===== src/rtl/mphp_pkg.sv =====
// ----------------------------------------------------------------------------
// mphp_pkg
// Shared types, codes and helpers of the packet header parser: phase codes,
// command codes, the per-packet snapshot and the result record.
// ----------------------------------------------------------------------------
`default_nettype none

package mphp_pkg;

  localparam int LEN_W = 28;  // remaining length and sizes
  localparam int OFS_W = 29;  // offsets from packet start
  localparam int POS_W = 30;  // body position with headroom for overflow checks
  localparam int CUR_W = 18;  // cursor into the publish variable header

  // command codes
  localparam logic [3:0] CMD_CONNACK   = 4'd2;
  localparam logic [3:0] CMD_PUBLISH   = 4'd3;
  localparam logic [3:0] CMD_ACK_FIRST = 4'd4;
  localparam logic [3:0] CMD_ACK_LAST  = 4'd11;

  // byte-level parse phase
  typedef enum logic [6:0] {
    PH_HDR       = 7'b0000001,
    PH_LEN       = 7'b0000010,
    PH_BODY      = 7'b0000100,
    PH_PUB_TOPIC = 7'b0001000,
    PH_PUB_ID    = 7'b0010000,
    PH_PUB_PROP  = 7'b0100000,
    PH_PUB_TAIL  = 7'b1000000
  } phase_t;

  // state of one packet as seen on its last byte
  typedef struct packed {
    logic             overlong;
    logic [3:0]       cmd;
    logic [1:0]       qos;
    logic [LEN_W-1:0] n;
    logic [2:0]       len_cnt;
    logic [15:0]      topic_len;
    logic [15:0]      id;
    logic [7:0]       ack;
    logic [LEN_W-1:0] prop_size;
    logic [2:0]       prop_cnt;
    logic             prop_done;
    logic             v5;
  } snap_t;

  // partly checked packet, between the two check stages
  typedef struct packed {
    logic             bad;
    logic [3:0]       cmd;
    logic [1:0]       qos;
    logic [LEN_W-1:0] n;
    logic [2:0]       hdr;
    logic [15:0]      pid;
    logic [7:0]       ack;
    logic [15:0]      tl;
    logic             is_pub;
    logic             use_props;
    logic [CUR_W-1:0] p_id;
    logic [2:0]       prop_cnt;
    logic [LEN_W-1:0] prop_size;
    logic [POS_W-1:0] p_end;
  } mid_t;

  // one result transaction
  typedef struct packed {
    logic             status;
    logic [3:0]       command;
    logic [1:0]       qos_level;
    logic [OFS_W-1:0] packet_length;
    logic [LEN_W-1:0] remaining_length;
    logic [15:0]      packet_id;
    logic [7:0]       ack_code;
    logic [15:0]      topic_length;
    logic [OFS_W-1:0] prop_offset;
    logic [LEN_W-1:0] prop_length;
    logic [OFS_W-1:0] payload_offset;
    logic [LEN_W-1:0] payload_length;
  } res_t;

  // merge seven varint bits into an accumulator at group idx
  function automatic logic [LEN_W-1:0] varint_add(input logic [LEN_W-1:0] acc,
                                                  input logic [7:0]       b,
                                                  input logic [1:0]       idx);
    logic [LEN_W-1:0] part;
    part = '0;
    case (idx)
      2'd0:    part = {21'd0, b[6:0]};
      2'd1:    part = {14'd0, b[6:0], 7'd0};
      2'd2:    part = {7'd0, b[6:0], 14'd0};
      2'd3:    part = {b[6:0], 21'd0};
      default: part = '0;
    endcase
    return acc | part;
  endfunction

endpackage

`default_nettype wire


===== src/rtl/mphp_parser.sv =====
// ----------------------------------------------------------------------------
// mphp_parser
// Byte-level state machine: decodes fixed header, remaining length and the
// variable header fields, and presents a packet snapshot on its last byte.
// ----------------------------------------------------------------------------
`default_nettype none

module mphp_parser import mphp_pkg::*; (
  input  wire logic       clk,
  input  wire logic       rst_n,
  input  wire logic       byte_en,
  input  wire logic [7:0] rx_byte,
  input  wire logic       v5,
  output logic            snap_valid,
  output snap_t           snap
);

  phase_t           phase_r, phase_nxt, ph_mid;
  logic [3:0]       cmd_r, cmd_nxt;
  logic [1:0]       qos_r, qos_nxt;
  logic [LEN_W-1:0] len_acc_r, len_acc_nxt;
  logic [2:0]       len_cnt_r, len_cnt_nxt;
  logic [LEN_W-1:0] body_cnt_r, body_cnt_nxt;
  logic [CUR_W-1:0] cursor_r, cursor_nxt;
  logic [15:0]      topic_r, topic_nxt;
  logic [15:0]      id_r, id_nxt;
  logic [7:0]       ack_r, ack_nxt;
  logic [LEN_W-1:0] prop_acc_r, prop_acc_nxt;
  logic [2:0]       prop_cnt_r, prop_cnt_nxt;
  logic             fire, overlong, body_step, ack_cmd;

  assign ack_cmd = (cmd_r >= CMD_ACK_FIRST) && (cmd_r <= CMD_ACK_LAST);

  // next state for one accepted byte
  always_comb begin
    phase_nxt    = phase_r;
    ph_mid       = phase_r;
    cmd_nxt      = cmd_r;
    qos_nxt      = qos_r;
    len_acc_nxt  = len_acc_r;
    len_cnt_nxt  = len_cnt_r;
    body_cnt_nxt = body_cnt_r;
    cursor_nxt   = cursor_r;
    topic_nxt    = topic_r;
    id_nxt       = id_r;
    ack_nxt      = ack_r;
    prop_acc_nxt = prop_acc_r;
    prop_cnt_nxt = prop_cnt_r;
    fire         = 1'b0;
    overlong     = 1'b0;
    body_step    = 1'b0;
    if (byte_en) begin
      case (phase_r)
        PH_HDR: begin
          cmd_nxt      = rx_byte[7:4];
          qos_nxt      = rx_byte[2:1];
          len_acc_nxt  = '0;
          len_cnt_nxt  = '0;
          body_cnt_nxt = '0;
          cursor_nxt   = '0;
          topic_nxt    = '0;
          id_nxt       = '0;
          ack_nxt      = '0;
          prop_acc_nxt = '0;
          prop_cnt_nxt = '0;
          phase_nxt    = PH_LEN;
        end
        PH_LEN: begin
          len_acc_nxt = varint_add(len_acc_r, rx_byte, len_cnt_r[1:0]);
          len_cnt_nxt = len_cnt_r + 3'd1;
          if (!rx_byte[7]) begin
            if (len_acc_nxt == '0) begin
              fire      = 1'b1;
              phase_nxt = PH_HDR;
            end else begin
              phase_nxt = (cmd_r == CMD_PUBLISH) ? PH_PUB_TOPIC : PH_BODY;
            end
          end else if (len_cnt_r == 3'd3) begin
            fire      = 1'b1;
            overlong  = 1'b1;
            phase_nxt = PH_HDR;
          end
        end
        PH_BODY: begin
          body_step = 1'b1;
          if (cmd_r == CMD_CONNACK && body_cnt_r == 28'd1) begin
            ack_nxt = rx_byte;
          end
          if (ack_cmd) begin
            if (body_cnt_r == '0) begin
              id_nxt = {rx_byte, 8'd0};
            end else if (body_cnt_r == 28'd1) begin
              id_nxt = {id_r[15:8], rx_byte};
            end
          end
        end
        PH_PUB_TOPIC: begin
          body_step = 1'b1;
          if (body_cnt_r == '0) begin
            topic_nxt = {rx_byte, 8'd0};
          end else if (body_cnt_r == 28'd1) begin
            topic_nxt  = {topic_r[15:8], rx_byte};
            cursor_nxt = CUR_W'(2) + {2'b00, topic_nxt};
            ph_mid     = (qos_r != 2'd0) ? PH_PUB_ID : PH_PUB_PROP;
          end
        end
        PH_PUB_ID: begin
          body_step = 1'b1;
          if (body_cnt_r == {10'd0, cursor_r}) begin
            id_nxt = {rx_byte, 8'd0};
          end else if (body_cnt_r == {10'd0, cursor_r + CUR_W'(1)}) begin
            id_nxt     = {id_r[15:8], rx_byte};
            cursor_nxt = cursor_r + CUR_W'(2);
            ph_mid     = PH_PUB_PROP;
          end
        end
        PH_PUB_PROP: begin
          body_step = 1'b1;
          if (body_cnt_r >= {10'd0, cursor_r} && !prop_cnt_r[2]) begin
            prop_acc_nxt = varint_add(prop_acc_r, rx_byte, prop_cnt_r[1:0]);
            prop_cnt_nxt = prop_cnt_r + 3'd1;
            if (!rx_byte[7]) begin
              ph_mid = PH_PUB_TAIL;
            end
          end
        end
        PH_PUB_TAIL: begin
          body_step = 1'b1;
        end
        default: begin
          phase_nxt = PH_HDR;
        end
      endcase
      // body position and end of packet
      if (body_step) begin
        body_cnt_nxt = body_cnt_r + 28'd1;
        if (body_cnt_nxt >= len_acc_r) begin
          fire      = 1'b1;
          phase_nxt = PH_HDR;
        end else begin
          phase_nxt = ph_mid;
        end
      end
    end
  end

  // snapshot of the packet on its last byte
  always_comb begin
    snap_valid     = fire;
    snap.overlong  = overlong;
    snap.cmd       = cmd_r;
    snap.qos       = qos_r;
    snap.n         = len_acc_nxt;
    snap.len_cnt   = len_cnt_nxt;
    snap.topic_len = topic_nxt;
    snap.id        = id_nxt;
    snap.ack       = ack_nxt;
    snap.prop_size = prop_acc_nxt;
    snap.prop_cnt  = prop_cnt_nxt;
    snap.prop_done = (ph_mid == PH_PUB_TAIL);
    snap.v5        = v5;
  end

  // phase register
  always_ff @(posedge clk) begin
    if (!rst_n) begin
      phase_r <= PH_HDR;
    end else begin
      phase_r <= phase_nxt;
    end
  end

  // field registers, cleared on every header byte
  always_ff @(posedge clk) begin
    cmd_r      <= cmd_nxt;
    qos_r      <= qos_nxt;
    len_acc_r  <= len_acc_nxt;
    len_cnt_r  <= len_cnt_nxt;
    body_cnt_r <= body_cnt_nxt;
    cursor_r   <= cursor_nxt;
    topic_r    <= topic_nxt;
    id_r       <= id_nxt;
    ack_r      <= ack_nxt;
    prop_acc_r <= prop_acc_nxt;
    prop_cnt_r <= prop_cnt_nxt;
  end

endmodule

`default_nettype wire


===== src/rtl/mphp_calc.sv =====
// ----------------------------------------------------------------------------
// mphp_calc
// Two-stage length check and offset computation on packet snapshots, with
// the result register and the discard of everything after a malformed packet.
// ----------------------------------------------------------------------------
`default_nettype none

module mphp_calc import mphp_pkg::*; (
  input  wire logic  clk,
  input  wire logic  rst_n,
  input  wire logic  snap_valid,
  input  wire snap_t snap,
  output logic       snap_ready,
  output logic       res_valid,
  input  wire logic  res_ready,
  output res_t       res
);

  logic  s1_v_r, s2_v_r, out_v_r, drop_r;
  logic  s1_v_nxt, s2_v_nxt, out_v_nxt, drop_nxt;
  snap_t s1_r;
  mid_t  s2_r, mid;
  res_t  out_r, fin;
  logic  rdy_out, rdy_s2, rdy_s1, s2_move, out_load;

  // stage 1: header checks and end of variable header
  logic             is_ca, is_ack, is_pub, short_n, use_props;
  logic [CUR_W-1:0] p_tl, p_id;

  always_comb begin
    is_ca     = (s1_r.cmd == CMD_CONNACK);
    is_ack    = (s1_r.cmd >= CMD_ACK_FIRST) && (s1_r.cmd <= CMD_ACK_LAST);
    is_pub    = (s1_r.cmd == CMD_PUBLISH);
    short_n   = (s1_r.n < 28'd2);
    p_tl      = CUR_W'(2) + {2'b00, s1_r.topic_len};
    p_id      = p_tl + ((s1_r.qos != 2'd0) ? CUR_W'(2) : CUR_W'(0));
    use_props = is_pub && s1_r.v5 && (({10'd0, p_id} + 28'd2) < s1_r.n);

    mid.bad = s1_r.overlong
           || ((is_ca || is_ack || is_pub) && short_n)
           || (is_pub && ({10'd0, p_tl} > s1_r.n))
           || (is_pub && (s1_r.qos != 2'd0) && ({10'd0, p_id} > s1_r.n))
           || (use_props && !s1_r.prop_done);
    mid.cmd       = s1_r.cmd;
    mid.qos       = s1_r.qos;
    mid.n         = s1_r.n;
    mid.hdr       = 3'd1 + s1_r.len_cnt;
    mid.pid       = (is_ack || (is_pub && s1_r.qos != 2'd0)) ? s1_r.id : 16'd0;
    mid.ack       = is_ca ? s1_r.ack : 8'd0;
    mid.tl        = is_pub ? s1_r.topic_len : 16'd0;
    mid.is_pub    = is_pub;
    mid.use_props = use_props;
    mid.p_id      = p_id;
    mid.prop_cnt  = s1_r.prop_cnt;
    mid.prop_size = s1_r.prop_size;
    mid.p_end     = use_props ? (POS_W'(p_id) + POS_W'(s1_r.prop_cnt)
                                 + POS_W'(s1_r.prop_size))
                              : POS_W'(p_id);
  end

  // stage 2: final fit check and offsets
  logic bad2;

  always_comb begin
    bad2 = s2_r.bad || (s2_r.is_pub && (s2_r.p_end > POS_W'(s2_r.n)));
    fin  = '0;
    fin.status    = bad2;
    fin.command   = s2_r.cmd;
    fin.qos_level = s2_r.qos;
    if (!bad2) begin
      fin.packet_length    = OFS_W'(s2_r.hdr) + OFS_W'(s2_r.n);
      fin.remaining_length = s2_r.n;
      fin.packet_id        = s2_r.pid;
      fin.ack_code         = s2_r.ack;
      fin.topic_length     = s2_r.tl;
      if (s2_r.use_props) begin
        fin.prop_offset = OFS_W'(s2_r.hdr) + OFS_W'(s2_r.p_id) + OFS_W'(s2_r.prop_cnt);
        fin.prop_length = s2_r.prop_size;
      end
      if (s2_r.is_pub) begin
        fin.payload_offset = OFS_W'(s2_r.hdr) + s2_r.p_end[OFS_W-1:0];
        fin.payload_length = s2_r.n - s2_r.p_end[LEN_W-1:0];
      end
    end
  end

  // flow control: stages collapse bubbles, dropped results need no room
  always_comb begin
    rdy_out    = !out_v_r || res_ready;
    s2_move    = s2_v_r && (rdy_out || drop_r);
    rdy_s2     = !s2_v_r || rdy_out || drop_r;
    rdy_s1     = !s1_v_r || rdy_s2;
    snap_ready = rdy_s1;
    out_load   = s2_move && !drop_r;

    s1_v_nxt  = s1_v_r;
    s2_v_nxt  = s2_v_r;
    out_v_nxt = out_v_r;
    drop_nxt  = drop_r || (out_load && bad2);
    if (out_v_r && res_ready) begin
      out_v_nxt = 1'b0;
    end
    if (out_load) begin
      out_v_nxt = 1'b1;
    end
    if (s2_move) begin
      s2_v_nxt = 1'b0;
    end
    if (s1_v_r && rdy_s2) begin
      s2_v_nxt = 1'b1;
      s1_v_nxt = 1'b0;
    end
    if (snap_valid && rdy_s1) begin
      s1_v_nxt = 1'b1;
    end
  end

  // control registers
  always_ff @(posedge clk) begin
    if (!rst_n) begin
      s1_v_r  <= 1'b0;
      s2_v_r  <= 1'b0;
      out_v_r <= 1'b0;
      drop_r  <= 1'b0;
    end else begin
      s1_v_r  <= s1_v_nxt;
      s2_v_r  <= s2_v_nxt;
      out_v_r <= out_v_nxt;
      drop_r  <= drop_nxt;
    end
  end

  // payload registers
  always_ff @(posedge clk) begin
    if (snap_valid && rdy_s1) begin
      s1_r <= snap;
    end
    if (s1_v_r && rdy_s2) begin
      s2_r <= mid;
    end
    if (out_load) begin
      out_r <= fin;
    end
  end

  assign res_valid = out_v_r;
  assign res       = out_r;

endmodule

`default_nettype wire


===== src/rtl/mqtt_packet_header_parser_core.sv =====
// ----------------------------------------------------------------------------
// mqtt_packet_header_parser_core
// Control packet header parser for a back-to-back byte stream.
// ----------------------------------------------------------------------------
// Usage:
//   in_* is a valid/ready byte channel carrying whole control packets back
//   to back. One byte is taken per clock cycle while in_ready is high. Each
//   packet up to and including the first malformed one gives exactly one
//   transaction on the out_* channel, produced by its last byte (or by the
//   fourth length byte if it still has its continuation bit set). A result
//   passes from its last byte through the snapshot register, one check stage
//   and one offset stage into the result register. The byte state machine
//   touches every byte once, one byte per cycle while in_ready is high.
//   While a result waits on out_ready, the two check stages keep absorbing
//   packets; in_ready drops only when all three result slots are full.
//   After a malformed result every further packet is dropped without a
//   result until reset.
//   cfg_we/cfg_wdata write the version 5 mode bit; write it only while idle.
//   Reset (rst_n low, synchronous) returns to waiting for a header byte,
//   empties the result path and clears the version 5 mode bit.
// ----------------------------------------------------------------------------
`default_nettype none

module mqtt_packet_header_parser_core import mphp_pkg::*; (
  input  wire logic             clk,
  input  wire logic             rst_n,
  input  wire logic             cfg_we,
  input  wire logic             cfg_wdata,
  input  wire logic             in_valid,
  output logic                  in_ready,
  input  wire logic [7:0]       in_rx_byte,
  output logic                  out_valid,
  input  wire logic             out_ready,
  output logic                  out_status,
  output logic [3:0]            out_command,
  output logic [1:0]            out_qos_level,
  output logic [OFS_W-1:0]      out_packet_length,
  output logic [LEN_W-1:0]      out_remaining_length,
  output logic [15:0]           out_packet_id,
  output logic [7:0]            out_ack_code,
  output logic [15:0]           out_topic_length,
  output logic [OFS_W-1:0]      out_prop_offset,
  output logic [LEN_W-1:0]      out_prop_length,
  output logic [OFS_W-1:0]      out_payload_offset,
  output logic [LEN_W-1:0]      out_payload_length
);

  logic  v5_r;
  logic  byte_en, snap_valid, snap_ready;
  snap_t snap;
  res_t  res;

  // version 5 mode register
  always_ff @(posedge clk) begin
    if (!rst_n) begin
      v5_r <= 1'b0;
    end else if (cfg_we) begin
      v5_r <= cfg_wdata;
    end
  end

  // input handshake
  assign in_ready = snap_ready;
  assign byte_en  = in_valid && snap_ready;

  mphp_parser u_parser (
    .clk        (clk),
    .rst_n      (rst_n),
    .byte_en    (byte_en),
    .rx_byte    (in_rx_byte),
    .v5         (v5_r),
    .snap_valid (snap_valid),
    .snap       (snap)
  );

  mphp_calc u_calc (
    .clk        (clk),
    .rst_n      (rst_n),
    .snap_valid (snap_valid),
    .snap       (snap),
    .snap_ready (snap_ready),
    .res_valid  (out_valid),
    .res_ready  (out_ready),
    .res        (res)
  );

  // result fields
  assign out_status           = res.status;
  assign out_command          = res.command;
  assign out_qos_level        = res.qos_level;
  assign out_packet_length    = res.packet_length;
  assign out_remaining_length = res.remaining_length;
  assign out_packet_id        = res.packet_id;
  assign out_ack_code         = res.ack_code;
  assign out_topic_length     = res.topic_length;
  assign out_prop_offset      = res.prop_offset;
  assign out_prop_length      = res.prop_length;
  assign out_payload_offset   = res.payload_offset;
  assign out_payload_length   = res.payload_length;

endmodule

`default_nettype wire


===== config.mk =====
export PLATFORM = sky130hd
export DESIGN_NAME = mqtt_packet_header_parser_core
export DESIGN_NICKNAME = d
export VERILOG_FILES = /design/src/rtl/mphp_pkg.sv /design/src/rtl/mphp_parser.sv /design/src/rtl/mphp_calc.sv /design/src/rtl/mqtt_packet_header_parser_core.sv
export SDC_FILE = /design/constraint.sdc
export NUM_CORES = 1
export LEC_CHECK = 0
export BUFFER_PORTS_ARGS = -buffer_cell sky130_fd_sc_hd__buf_4
export CORE_MARGIN = 4
export CORE_UTILIZATION = 35
export CTS_CLUSTER_DIAMETER = 120
export CTS_CLUSTER_SIZE = 28
export DETAILED_ROUTE_END_ITERATION = 12
export HOLD_SLACK_MARGIN = 0.05
export PLACE_DENSITY = 0.62
export SYNTH_ARGS = -nofsm -noshare
export SYNTH_HDL_FRONTEND = slang
export SYNTH_HIERARCHICAL = 1
export SYNTH_SLANG_ARGS = --single-unit
export TNS_END_PERCENT = 30

===== constraint.sdc =====
create_clock -name clk -period 24.1 [get_ports clk]
set_input_delay 1.205 -clock clk [delete_from_list [all_inputs] [get_ports clk]]
set_output_delay 1.205 -clock clk [all_outputs]
set_load 0.01 [all_outputs]

==> results.tsv <==
stage	metric	value	unit
layout	syn_to_final_growth	11.80	%
floorplanning	io_pins	234	
yosys	yosys_warnings	6	
yosys	synth_flop_cell	edfxtp_1	
yosys	synthAdderAreaFrac	0.09064	
run	maxCapViolCount	0	
floorplanning	die_w	312.2	um
drt	vias	21630	
pwr	p_per_area	52.11	nW/um^2
layout	final.fill_count	8813	
drt	wl	83960	um
timing	skew	0.05729	ns
timing	hold_violations	0	
clock_tree	postCtsHoldBufs	0	
timing	slew_violations	0	
yosys	seq_area_frac_synth	0.5610	
yosys	synth_top_area_cell	edfxtp_1	
yosys	ys_seq_elements	643	
setup_path	critPathLaunchType	flip-flop	
grt	grt_max_degree	75	
timing	fin_crit	5.931	ns
clock_tree	ctsResizeCount	0	
place	hpwl	63270	um
yosys	synth_enable_flop_cells	529	
drt	drc	0	
layout	seqCellArea	18170	sq um
clock_tree	cts_buffers	29	
floorplanning	initial_core_util	0.3533	
timing	fin_crit_sh	0.2461	
yosys	synth.avg_cell_area	11.47	sq um
yosys	synth_top_family_by_area	simple AND/OR/NAND/NOR gates	
pwr	seq_power_share	0.641	
place	gp_congestion	0.9147	
yosys	synth_top_area_frac	0.4905	
yosys	netlist_top_cells_area	edfxtp_1 (49%), ha_1 (8.4%), dfxtp_1 (7.0%)	
timing	setup_violations	0	
timing	layout_setup_ws	18.17	ns
pwr	p_int	1463	uW
grt	first_global_vias	20930	
setup_path	worstPathArrival	6.19	ns
yosys	synthCells	2824	
yosys	post-synth-top-count-cell	edfxtp_1	
drt	ant_nets	0	
pwr	leakage	0.01375	uW
grt	overflow	0	
grt	antenna_found_initial	2	
place	port_buffers	223	
min_path	hold_path.class	flip-flop to flip-flop	
pwr	p_switching	423.3	uW
pwr	peakVddDrop	0.04741	mV
drt	drt_pass1_iterations	6	
place	dpl.cell_count	4159	
setup_path	cp.required	24.36	ns
floorplanning	coreArea	91660	sq um
setup_path	worstPathMaxFanout	65	
yosys	synth-simple-area-share	0.1502	
floorplanning	die_area	97460	sq um
yosys	ys_async_sr_fraction	0	
drt	drt_iter0_markers	1656	
clock_tree	clockRootBuffer	clkbuf_16	
yosys	yosys.area_share.xor_xnor	0.06135	
timing	fmax	168.6	MHz
timing	rsz0062_at_grt	false	
timing	timing.slew.headroom	0.3516	
layout	stdcell_count	4217	
timing	tns	0	ns
status	outcome	finished clean	
setup_path	critical_path_class	flip-flop to flip-flop	
yosys	synth_compound_area_frac	0.09454	
floorplanning	die_height	312.2	um
layout	multiInputGateArea	13080	sq um
drt	viasPerCell	5.130	
yosys	synth.area.mux_share	0.004095	
floorplanning	num_rows	111	
timing	worstMarginPinSlew	0.9652	ns
yosys	syn_area	32380	sq um
place	post-place-ws	18.18	ns
grt	grt_usage	0.1656	
clock_tree	clock_path_buffers	3	
clock_tree	cts_tree	done	
clock_tree	clkTransAtPathRegs	0.11	ns
clock_tree	clkLatencyLatePin	0.64	ns
pwr	power_frac_comb	0.043	
yosys	synth.distinct_cells	92	
clock_tree	cts_setup_buffers	0	
layout	drive_gt1_frac	0.1067	
pwr	p_total	1887	uW
pwr	clkPwrFrac	0.316	
setup_path	end_kind	flip-flop	
clock_tree	clock_sinks	643	
clock_tree	cts_max_level	1	
grt	grt_pass1_wl	127300	um
layout	layout.nets	3246	
pwr	swShare	0.2244	
timing	hold-worst-slack	0.4619	ns
yosys	ys_top_cells_by_count	edfxtp_1 (529), nor2_1 (239), ha_1 (217), inv_1 (187), nand2_1 (183)	
drt	wire_per_inst	19.91	um
[power by group through the flow]
stage | Sequential [uW] | Clock (uW) | Combinational [uW]
floorplan | 1230 | 0 | 60.0
global route | 1210 | 656 | 89.3
finish | 1210 | 596 | 80.7
detailed placement | 1230 | 0 | 80.3
global placement | 1230 | 0 | 80.1
CTS | 1210 | 618 | 80.6
[cell families (layout without fill, tap and decap cells)]
logic type,count (synthesis),count (layout)
AOI/OAI and AO/OA,466,466
xor gates and xnor gates,226,226
and+or+nand+nor,946,946
muxes,12,12
buffers and inverters,302,491
DFF,643,643
other,1,19
adders and majority gates,228,228
[cells in the final DEF (no fill, tap or decap), types with 29 or more instances in the layout]
cell type,instances
nor3_1,37
nor4_1,35
a21oi_1,116
o21ai_0,102
and2_1,98
xor2_1,81
a21o_1,49
a22o_1,41
nor2_1,239
clkbuf_16,29
nand3_1,79
buf_4,247
xnor2_1,144
inv_1,187
ha_1,217
dfxtp_1,114
nand4_1,44
nor2b_1,43
nand2_1,182
and3_1,89
edfxtp_1,529
[critical path: stages (launching register included)]
cell and delay (ns):
edfxtp_1 0.55, and4_1 0.28, nand2_1 0.07, nor3_1 0.40, nand4_1 0.23, nor2b_1 0.44
nand3_1 0.17, xnor2_1 0.17, ha_1 0.30, nand4_1 0.09, or2_2 0.29, or4_1 0.53
o22ai_1 0.24, o31a_1 0.19, nor2_1 0.05, nor2_1 0.12, and2_4 0.59, buf_4 0.75
[registers in the layout (all words and copies together) (netlist names), 18 cells and up]
name and flops:
u_parser/body_cnt_r 28, u_calc/mid 65, u_calc/s2_r 152, u_calc/s1_r 46, u_parser/cursor_r 18, u_calc/res 208
u_parser/len_acc_r 28, u_parser/prop_acc_r 28
[per-layer routing]
layer | track usage | part of all wire | up-vias
met5 | 0 | 0 | -
li1 | - | - | 10480
met4 | 0.05452 | 0.033 | 0
met3 | 0.01578 | 0.041 | 108
met2 | 0.2875 | 0.49 | 558
met1 | 0.2180 | 0.44 | 10490
[final timing paths]
path,start,end,slack [ns],cells past startpoint
hold / removal,u_calc/fin[213],u_calc/res[213],0.46,0
setup reg to reg,u_parser/body_cnt_r[2],u_calc/s1_r[61],18.17,17
setup / recovery,u_parser/body_cnt_r[2],u_calc/s1_r[61],18.17,17
hold reg to reg,u_calc/fin[213],u_calc/res[213],0.46,0
[per-stage QoR]
| stage | util | instance area, sq um |
|---|---|---|
| floorplan | - | 32440 |
| global placement | 0.3851 | 35300 |
| detailed placement | 0.3851 | 35300 |
| CTS | 0.3949 | 36200 |
| global route | 0.3950 | 36200 |
| finish | 0.3950 | 36210 |
[area by class of cell]
class	count	share of cell area
clock inverters	6	0.002868
flip-flops and latches	643	0.5018
well taps	1186	0.04099
repair buffers	247	0.05121
clock buffers	48	0.02201
inverters	190	0.01970
diodes	4	0.0002765
multi-input cells	1893	0.3612
Power figures use the tool's default switching activity.
